### config.mk
export PLATFORM = sky130hd
export DESIGN_NAME = bbgk_key
export DESIGN_NICKNAME = d
export VERILOG_FILES = /design/src/rtl/bbgk_pkg.sv /design/src/rtl/bbgk_key.sv
export SDC_FILE = /design/constraint.sdc
export NUM_CORES = 1
export LEC_CHECK = 0
export BUFFER_PORTS_ARGS = -buffer_cell sky130_fd_sc_hd__buf_2
export CAP_MARGIN = 10
export CORE_MARGIN = 2
export CORE_UTILIZATION = 56
export CTS_CLUSTER_SIZE = 8
export DETAILED_ROUTE_END_ITERATION = 16
export PLACE_DENSITY = 0.86
export SLEW_MARGIN = 15
export SYNTH_ARGS = -nofsm -noshare
export SYNTH_HDL_FRONTEND = slang
export SYNTH_SLANG_ARGS = --single-unit
### constraint.sdc
create_clock -name clk -period 4.9 [get_ports clk]
set_clock_uncertainty 0.2 [all_clocks]
set_input_delay 0 -clock clk [delete_from_list [all_inputs] [get_ports clk]]
set_output_delay 0 -clock clk [all_outputs]
set_load 0.005 [all_outputs]
### src/rtl/bbgk_pkg.sv
// Shared types and constants for the Bayer binning and green key block.
package bbgk_pkg;

  localparam int PIX_W          = 8;
  localparam int TOL_W          = 7;
  localparam int SW_W           = 13;
  localparam int CFG_IDX_W      = 1;
  localparam int CFG_DATA_W     = 13;
  localparam int MAX_WIDTH_DFLT = 4096;
  localparam int PCT            = 100;

  localparam logic [TOL_W-1:0] TOL_RESET   = '0;
  localparam logic [SW_W-1:0]  WIDTH_RESET = SW_W'(1920);

  typedef enum logic [CFG_IDX_W-1:0] {
    CFG_TOL   = 1'b0,
    CFG_WIDTH = 1'b1
  } cfg_idx_t;

  // One finished quad as it leaves the line store stage.
  typedef struct packed {
    logic [PIX_W-1:0] red;
    logic [PIX_W-1:0] upper_green;
    logic [PIX_W-1:0] lower_green;
    logic [PIX_W-1:0] blue;
    logic [PIX_W-1:0] plate;
    logic             last;
  } quad_t;

endpackage

### src/rtl/bbgk_key.sv
// Green average, key band products and compare, and the result register.
module bbgk_key (
  input  logic                         clk,
  input  logic                         rst_n,
  input  logic                         adv,
  input  logic [bbgk_pkg::TOL_W-1:0]   tol,
  input  logic                         quad_valid,
  input  bbgk_pkg::quad_t              quad,
  output logic                         out_valid,
  output logic [bbgk_pkg::PIX_W-1:0]   out_red,
  output logic [bbgk_pkg::PIX_W-1:0]   out_green,
  output logic [bbgk_pkg::PIX_W-1:0]   out_blue,
  output logic                         out_opaque,
  output logic                         out_end_of_row
);

  localparam int PW = bbgk_pkg::PIX_W;
  localparam int GW = 15;  // 100 * 255
  localparam int HW = 16;  // 227 * 255

  logic [PW:0]            gsum;
  logic [PW-1:0]          grn;
  logic [GW-1:0]          g100;
  logic                   lo_open;
  logic [PW-1:0]          lo_fac, hi_fac;
  logic [GW-1:0]          lo_prod;
  logic [HW-1:0]          hi_prod;

  logic                   s2_valid_r;
  logic [PW-1:0]          s2_red_r, s2_grn_r, s2_blue_r;
  logic [GW-1:0]          s2_g100_r, s2_lo_r;
  logic [HW-1:0]          s2_hi_r;
  logic                   s2_lo_open_r, s2_pnz_r, s2_last_r;

  logic                   keyed;
  logic                   out_valid_r;
  logic [PW-1:0]          out_red_r, out_grn_r, out_blue_r;
  logic                   out_opaque_r, out_eor_r;

  always_comb begin
    gsum = {1'b0, quad.upper_green} + {1'b0, quad.lower_green};
    grn  = gsum[PW:1];
    g100 = {1'b0, grn, 6'b0} + {2'b0, grn, 5'b0} + {5'b0, grn, 2'b0};
    // Tolerance above 100 makes the lower bound negative: always met.
    lo_open = tol > bbgk_pkg::TOL_W'(bbgk_pkg::PCT);
    lo_fac  = PW'(bbgk_pkg::PCT) - PW'(tol);
    hi_fac  = PW'(bbgk_pkg::PCT) + PW'(tol);
    lo_prod = GW'(lo_fac) * GW'(quad.plate);
    hi_prod = HW'(hi_fac) * HW'(quad.plate);
  end

  always_ff @(posedge clk) begin
    if (!rst_n) begin
      s2_valid_r <= 1'b0;
    end else if (adv) begin
      s2_valid_r <= quad_valid;
    end
  end

  always_ff @(posedge clk) begin
    if (adv) begin
      s2_red_r     <= quad.red;
      s2_grn_r     <= grn;
      s2_blue_r    <= quad.blue;
      s2_g100_r    <= g100;
      s2_lo_r      <= lo_prod;
      s2_hi_r      <= hi_prod;
      s2_lo_open_r <= lo_open;
      s2_pnz_r     <= |quad.plate;
      s2_last_r    <= quad.last;
    end
  end

  assign keyed = s2_pnz_r && (s2_grn_r > s2_red_r) &&
                 (s2_lo_open_r || (s2_g100_r >= s2_lo_r)) &&
                 (HW'(s2_g100_r) <= s2_hi_r);

  always_ff @(posedge clk) begin
    if (!rst_n) begin
      out_valid_r <= 1'b0;
    end else if (adv) begin
      out_valid_r <= s2_valid_r;
    end
  end

  always_ff @(posedge clk) begin
    if (adv) begin
      out_red_r    <= keyed ? '0 : s2_red_r;
      out_grn_r    <= keyed ? '0 : s2_grn_r;
      out_blue_r   <= keyed ? '0 : s2_blue_r;
      out_opaque_r <= ~keyed;
      out_eor_r    <= s2_last_r;
    end
  end

  assign out_valid      = out_valid_r;
  assign out_red        = out_red_r;
  assign out_green      = out_grn_r;
  assign out_blue       = out_blue_r;
  assign out_opaque     = out_opaque_r;
  assign out_end_of_row = out_eor_r;

endmodule

* Word level (Yosys, flattened, before mapping)
Index checks and enable logic that the tools add are counted.
Word-level totals: bits in registers 101, word-level logic and storage cells 33, output and inout port bits 27, bits of input ports 52
Cells by class: bitwise operators 1, $add $sub $neg 5, order comparisons 4, $mul 2, reductions and logical operators 5
Operators with widths (count):
- $le 15x16->1 | 1
- $mul 8x8->16 | 1
- $add 14x13->15 | 1
- $add 15x10->15 | 1
- $ge 15x15->1 | 1
- $mul 8x8->15 | 1
- $add 8x8->9 | 1
- $add 7x7->8 const A | 1
- $gt 8x8->1 | 1
- $reduce_or 8->1 | 1
- $sub 7x7->8 const A | 1
- $gt 7x7->1 const B | 1
- $logic_and 1x1->1 | 3
- $logic_or 1x1->1 | 1
- $not 1->1 | 1

* Longest topological paths before layout
Gate-level depths: netlist of run 1.
depth in word-level cells 5, mapped depth 20, mapped depth without buffers 19

* Least setup slack after synthesis of run 1
No wires, ideal clock.
path type input to register, from input tol[2] (netlist bit), to register s2_lo_r[13], data pin, cell stages on the path 19, slack -174 ps, buffers on the path 1, data arrival time 4716 ps, data required time 4542 ps, setup time 158 ps, cells stage by stage clkbuf_1 -> inv_1 -> ha_1 -> a21oi_1 -> o21ai_0 -> xor2_1 -> and2_1 -> fa_1 -> fa_1 -> fa_1 -> inv_1 -> fa_1 -> inv_1 -> ha_1 -> o21ai_0 -> a21oi_1 -> o41ai_2 -> or4b_1 -> o211ai_1
Between the ends: word-level cells in the longest chain between the ends 2
Ends and longest elaborated chain:
- start, declared | line bbgk_key.sv:6 | input logic [bbgk_pkg::TOL_W-1:0] tol,
- $sub 7x7->8 | line bbgk_key.sv:46 | lo_fac = PW'(bbgk_pkg::PCT) - PW'(tol);
- $mul 8x8->15 | line bbgk_key.sv:48 | lo_prod = GW'(lo_fac) * GW'(quad.plate);
- via lo_prod[13] | line bbgk_key.sv:26 | logic [GW-1:0] lo_prod;
- end signal, assigned | line bbgk_key.sv:66 | s2_lo_r <= lo_prod;
- end, declared | line bbgk_key.sv:31 | logic [GW-1:0] s2_g100_r, s2_lo_r;
The timed path passes the listed nets, and every way through them passes these cells. A chain may end at the register's enable or synchronous reset.

* Worst setup path after layout of run 1
from input tol[0] (netlist bit), to register s2_lo_r[13], data pin
Same word-level chain as after synthesis.

==> results_dict.tcl, run 1 <==
set metrics [dict create \
    cts-buffers-inserted 9 \
    seq_power_share 0.285 \
    syn_to_final_growth_pct 15.2 \
    clock_sinks 95 \
    routabilityCongestion 0.820 \
    hp-class "in2reg" \
    tritoncts "built" \
    clkSlewWorstSetupHoldPaths_ns 0.06 \
    fp.dieW_um 130 \
    multi_input_area_mm2 0.00547 \
    whs_ns 0.0169 \
    period_share 0.959 \
    cts-htree-levels 3 \
    dp_hpwl_um 13200 \
    io_buffers 78 \
    initial_core_util 0.566 \
    seqCellArea_mm2 0.00283 \
    rsz0062_at_grt "false" \
    synth_area_mm2 0.00889 \
    path_class "in2reg" \
    synth.distinct_cells 48 \
    die_h_um 130 \
    worstMarginPinSlew_ns 1.14 \
    wl_um 16700 \
    swShare 0.392 \
    die-area_mm2 0.0169 \
    cts_root_buffer "clkbuf_16" \
    finalSetupTns_ns 0 \
    groute.usage.overall 0.210 \
    final_common_cell "inv_1" \
    share_clk_of_total_power 0.134 \
    pwr-share-comb 0.582 \
    finalHoldViolations 0 \
    syn_nets 1090 \
    crit_path_max_fanout 8 \
    drive_gt1_frac 0.129 \
    setup_viol_count_final 0 \
    vias 6071 \
    internal-power_mw 2.87 \
    fill_cells 1232 \
    syn_area_per_cell_um2 10.7 \
    ys_seq_area_frac 0.319 \
    cts.path.max_buffers 2 \
    crit_arrival_ns 4.67 \
    pwr_density_cell_mw_per_mm2 461 \
    nNetsFinal 1212 \
    drc 0 \
    fmax_ghz 0.213 \
    grt_pass1_vias 6229 \
    grt.overflow.total 0 \
    synth_edf_count 93 \
    ys_seq_elements 95 \
    period_needed_ns 4.70 \
    synthCells 833 \
    yosys_most_used_dff "edfxtp_1" \
    fp.coreArea_mm2 0.0157 \
    worstPathRequired_ns 4.87 \
    insertion_delay_ns 0.34 \
    grt_max_degree 96 \
    ant_nets 0 \
    status "finished, final reports clean" \
    layout_common_cells "inv_1 (151), ha_1 (126), edfxtp_1 (93), fa_1 (77), buf_2 (77)" \
    rows 46 \
    cap_viol_max_count 0 \
    wl_per_cell_um 14.1 \
    cp-start-kind "input port" \
    drt_iter0_markers 312 \
    drv_slew 0 \
    postCtsSetupBuffers 0 \
    firstDrtPassIters 4 \
    io_pins 79 \
    p_leak_nw 4.90 \
    grt_pass1_wl_um 28100 \
    net-switching-power_mw 1.85 \
    antenna_found_initial 1 \
    async_flop_share 0 \
    end_kind "flip-flop" \
    via_per_inst 5.16 \
    relSlewSlack 0.237 \
    yosys_warnings 0 \
    ir_worst_vdd_uv 253 \
]
critical path, stage by stage:
cell and delay (ns):
buf_2 0.09, dlygate4sd3_1 0.55, buf_4 0.15, nand2_1 0.12
fa_1 0.52, fa_1 0.55, inv_1 0.05, fa_1 0.54
inv_1 0.07, fa_1 0.53, inv_1 0.04, ha_1 0.36
o21ai_0 0.17, a21oi_1 0.09, o41ai_2 0.25, or4b_1 0.47
o211ai_1 0.11
repair_timing:
item,in CTS,in global routing
resized for setup,0,3
endpoints found under the hold margin,23,0
setup endpoints to repair,0,3
hold buffers,26,0
flip-flops by register name, indices dropped and copies added, names as in the netlist, 8 cells and up:
| register | count |
|---|---|
| s2_hi_r | 15 |
| s2_lo_r | 15 |
| s2_g100_r | 10 |
| out_blue | 8 |
| out_green | 8 |
| out_red | 8 |
| s2_blue_r | 8 |
| s2_grn_r | 8 |
| s2_red_r | 8 |
layout make-up:
| cell class | count | share of cell area |
|---|---|---|
| Sequential cell | 95 | 0.277 |
| Clock buffer | 9 | 0.0220 |
| Timing Repair Buffer | 127 | 0.0810 |
| Inverter | 151 | 0.0554 |
| Clock inverter | 7 | 0.00452 |
| Multi-Input combinational cell | 571 | 0.534 |
| Antenna cell | 1 | 0.000244 |
| Tap cell | 216 | 0.0264 |
synth_stat cells (all sizes together), types with 2 or more instances:
master | count | area, µm²
nand2b | 6 | 37.5
ha | 128 | 1600
dfxtp | 2 | 40.0
a31oi | 3 | 18.8
xnor2 | 30 | 263
nor2b | 49 | 307
nand3b | 2 | 15.0
buf | 2 | 22.5
o211ai | 2 | 15.0
nor2 | 29 | 109
a21oi | 27 | 135
and3 | 5 | 31.3
nor4 | 6 | 52.6
nand3 | 12 | 60.1
o21ai | 15 | 75.1
inv | 151 | 567
xor2 | 17 | 149
and2 | 64 | 400
o21bai | 5 | 37.5
a211o | 2 | 17.5
fa | 77 | 1540
nand2 | 43 | 161
nor3 | 4 | 20.0
edfxtp | 93 | 2790
a311oi | 3 | 26.3
clkbuf | 14 | 52.6
a211oi | 5 | 37.5
o2111ai | 2 | 17.5
a21o | 11 | 82.6
mux2i | 2 | 20.0
nand4 | 7 | 43.8
o41ai | 2 | 25.0
per-stage QoR:
| stage | cell area, µm² | power, mW | setup WS (ns) | instances | utilization |
|---|---|---|---|---|---|
| CTS | 10200 | 4.72 | 0.147 | 1175 | 0.649 |
| global route | 10200 | 5.21 | 0.0524 | 1176 | 0.652 |
| global placement | 9670 | 3.90 | 0.0667 | 1133 | 0.615 |
| finish | 10200 | 4.72 | 0.202 | 1177 | 0.652 |
| detailed placement | 9670 | 4.04 | -0.0924 | 1133 | 0.615 |
| floorplan | 8920 | 3.36 | 0.00267 | 833 | - |
power by group through the flow:
stage	combinational [mW]	sequential [mW]	clock, mW
floorplan	2.05	1.31	0
global placement	2.55	1.35	0
detailed placement	2.68	1.36	0
CTS	2.72	1.35	0.646
global route	3.18	1.37	0.673
finish	2.74	1.34	0.631
logic make-up (layout without fill, tap and decap cells):
family	count (synthesis)	after routing	synth area share
muxes	3	3	0.00352
other	0	1	0
buffers and inverters	167	294	0.0722
and+or+nand+nor	230	230	0.142
adders and majority gates	205	205	0.353
DFF	95	95	0.319
xor gates and xnor gates	47	47	0.0463
AOI/OAI and AO/OA	86	86	0.0640
worst paths after layout:
path | start | endpoint | slack (ns) | cells past startpoint
min | quad[27] | s2_grn_r[1]$_DFFE_PP_ | 0.02 | 3
max reg2reg | s2_g100_r[7]$_DFFE_PP_ | out_blue[6]$_SDFFCE_PP0P_ | 1.82 | 8
min reg2reg | s2_last_r$_DFFE_PP_ | out_end_of_row$_DFFE_PP_ | 0.22 | 0
max | tol[0] | s2_lo_r[13]$_DFFE_PP_ | 0.20 | 17
routing by layer:
metal  vias up  share of wire  GRT usage  wire, µm
met5         -              0          0         0
met4         0          0.014     0.0512       227
met3        17          0.035     0.0242       585
met2       124           0.52      0.396      8590
met1      2940           0.44      0.255      7260
li1       2990              -          -         -
No activity file was read; power rests on OpenSTA's default activity.
==> inputs of run 2 (changes only) <==
ABC_CLOCK_PERIOD_IN_PS = 4380   (was not set)
BUFFER_PORTS_ARGS = not set   (was -buffer_cell sky130_fd_sc_hd__buf_2)
CORE_UTILIZATION = 66   (was 56)
DONT_BUFFER_PORTS = 1   (was not set)
PLACE_DENSITY = 0.89   (was 0.86)
clock period = 4.38 ns   (was 4.9 ns; I/O delays follow)
==> run 2 against run 1 <==
First-iteration DRC count increased by 28%. Via count is 0.69% higher. Routed wire length is 9.5% higher. Critical path type unchanged. Largest cell class unchanged.
==> results_dict.tcl, run 2 (same netlist as run 1, synthesis figures left out) <==
set metrics [dict create \
    clock_sinks 95 \
    whs_ns 0.0265 \
    routabilityCongestion 0.862 \
    end_kind "flip-flop" \
    slowest_stage "fa_1" \
    antennaDiodeCount 0 \
    firstDrtPassIters 5 \
    status "finished, final reports clean" \
    syn_to_final_growth_pct 16.0 \
    fmax_ghz 0.234 \
    insertion_delay_ns 0.35 \
    cap_viol_max_count 0 \
    fp.dieW_um 120 \
    drv_slew 0 \
    setup_viol_count_final 0 \
    numPlacedInstances 1033 \
    initial_core_util 0.674 \
    die_h_um 120 \
    die-area_mm2 0.0144 \
    internal-power_mw 3.47 \
    wl_um 18200 \
    grt.overflow.total 0 \
    crit_arrival_ns 4.27 \
    cp-start-kind "input port" \
    net-switching-power_mw 2.22 \
    finalHoldViolations 0 \
    reg.largest.list "s2_hi_r (15), s2_lo_r (15), s2_g100_r (10)" \
    cts_root_buffer "clkbuf_16" \
    via_per_inst 5.56 \
    grt_pass1_wl_um 29400 \
    groute.usage.overall 0.261 \
    antenna_found_initial 0 \
    dpl_cell_area_mm2 0.00945 \
    fp.coreArea_mm2 0.0132 \
    swShare 0.390 \
    worstMarginPinSlew_ns 0.524 \
    period_needed_ns 4.28 \
    path_class "in2reg" \
    finalPower_mw 5.69 \
    tritoncts "built" \
    utilization 0.782 \
    cp_common_cell "fa_1" \
    final_area_mm2 0.0103 \
    final_common_cell "inv_1" \
    worstPathCellList "clkinvlp_4 -> ha_4 -> a21oi_4 -> o21ai_2 -> xor2_2 -> and2_4 -> fa_1 -> fa_1 -> fa_1 -> inv_1 -> fa_1 -> inv_1 -> ha_4 -> o41ai_4 -> or4b_1 -> o211ai_1" \
    pwr_density_cell_mw_per_mm2 552 \
    cpPeakStageDelay_ns 0.54 \
    seq_power_share 0.267 \
    period_share 0.977 \
    instances_no_fill 1099 \
    share_clk_of_total_power 0.126 \
    io_pins 79 \
    nNetsFinal 1175 \
    wl_per_cell_um 16.6 \
    clkSlewWorstSetupHoldPaths_ns 0.07 \
    dp_hpwl_um 13700 \
    drc 0 \
    vias 6113 \
    pwr-share-comb 0.607 \
    cts.path.max_buffers 2 \
    grt_pass1_vias 6344 \
    cts-buffers-inserted 9 \
    relSlewSlack 0.648 \
    hp-class "in2reg" \
    grt_max_degree 96 \
    ir_worst_vdd_uv 319 \
    crit_path_max_fanout 4 \
    drt_iter0_markers 399 \
    worstPathRequired_ns 4.37 \
    layout_common_cells "inv_1 (146), ha_1 (122), edfxtp_1 (93), fa_1 (77), and2_1 (63)" \
    io_buffers 0 \
    p_leak_nw 4.81 \
    cts-htree-levels 3 \
    rows 42 \
    drive_gt1_frac 0.0975 \
    ant_nets 0 \
]
## run 2: worst paths after layout
check | slack, ns | cells after the start | to | startpoint
hold / removal | 0.03 | 2 | s2_grn_r[6]$_DFFE_PP_ | quad[24]
setup reg to reg | 1.60 | 8 | out_green[5]$_SDFFCE_PP0P_ | s2_g100_r[13]$_DFFE_PP_
hold reg to reg | 0.23 | 0 | out_end_of_row$_DFFE_PP_ | s2_last_r$_DFFE_PP_
setup / recovery | 0.1 | 16 | s2_lo_r[13]$_DFFE_PP_ | tol[3]
## run 2: power groups by stage
stage | combinational, mW | sequential, mW | clock [mW]
after global placement | 3.03 | 1.52 | 0
after detailed placement | 3.24 | 1.53 | 0
after CTS | 3.34 | 1.52 | 0.727
final | 3.46 | 1.52 | 0.718
after global routing | 3.91 | 1.53 | 0.767
after floorplan | 2.38 | 1.47 | 0
## run 2: layer usage
layer / share of wire / track usage / wire, µm / vias to the layer above
li1: - / - / - / 2919
met4: 0.029 / 0.0978 / 526 / 0
met3: 0.046 / 0.0433 / 846 / 45
met2: 0.52 / 0.472 / 9520 / 213
met5: 0 / 0 / 0 / -
met1: 0.40 / 0.312 / 7350 / 2936
## run 2: repair_timing
item,CTS,global route
resized for setup,0,18
buffers inserted,0,4
hold buffers,46,0
endpoints found under the setup margin,0,3
endpoints found under the hold margin,127,0
## run 2: worst max-delay path: cells and delay by family
family                   cells  cell delay [ns]
buffers and inverters        3             0.26
AO/OA/AOI/OAI                4             0.74
XOR/XNOR                     1             0.21
AND/OR/NAND/NOR              2             0.64
adder cells (fa/ha/maj)      6             2.40
## run 2: final cells by class
cell class	instances	area, µm²
tap	176	220
fill	796	2880
inverter	151	573
sequential	95	2830
clock inverter	7	47.5
clock buffer	9	225
multi-input combinational	571	5600
timing repair buffer	90	812
## run 2: metrics by stage
step                      worst slack, ns  TNS, ns
after floorplan                    -0.270   -0.991
after global placement             -0.160   -0.465
after detailed placement           -0.324    -1.22
after CTS                          0.0338        0
after global routing              -0.0448  -0.0547
final                              0.0989        0
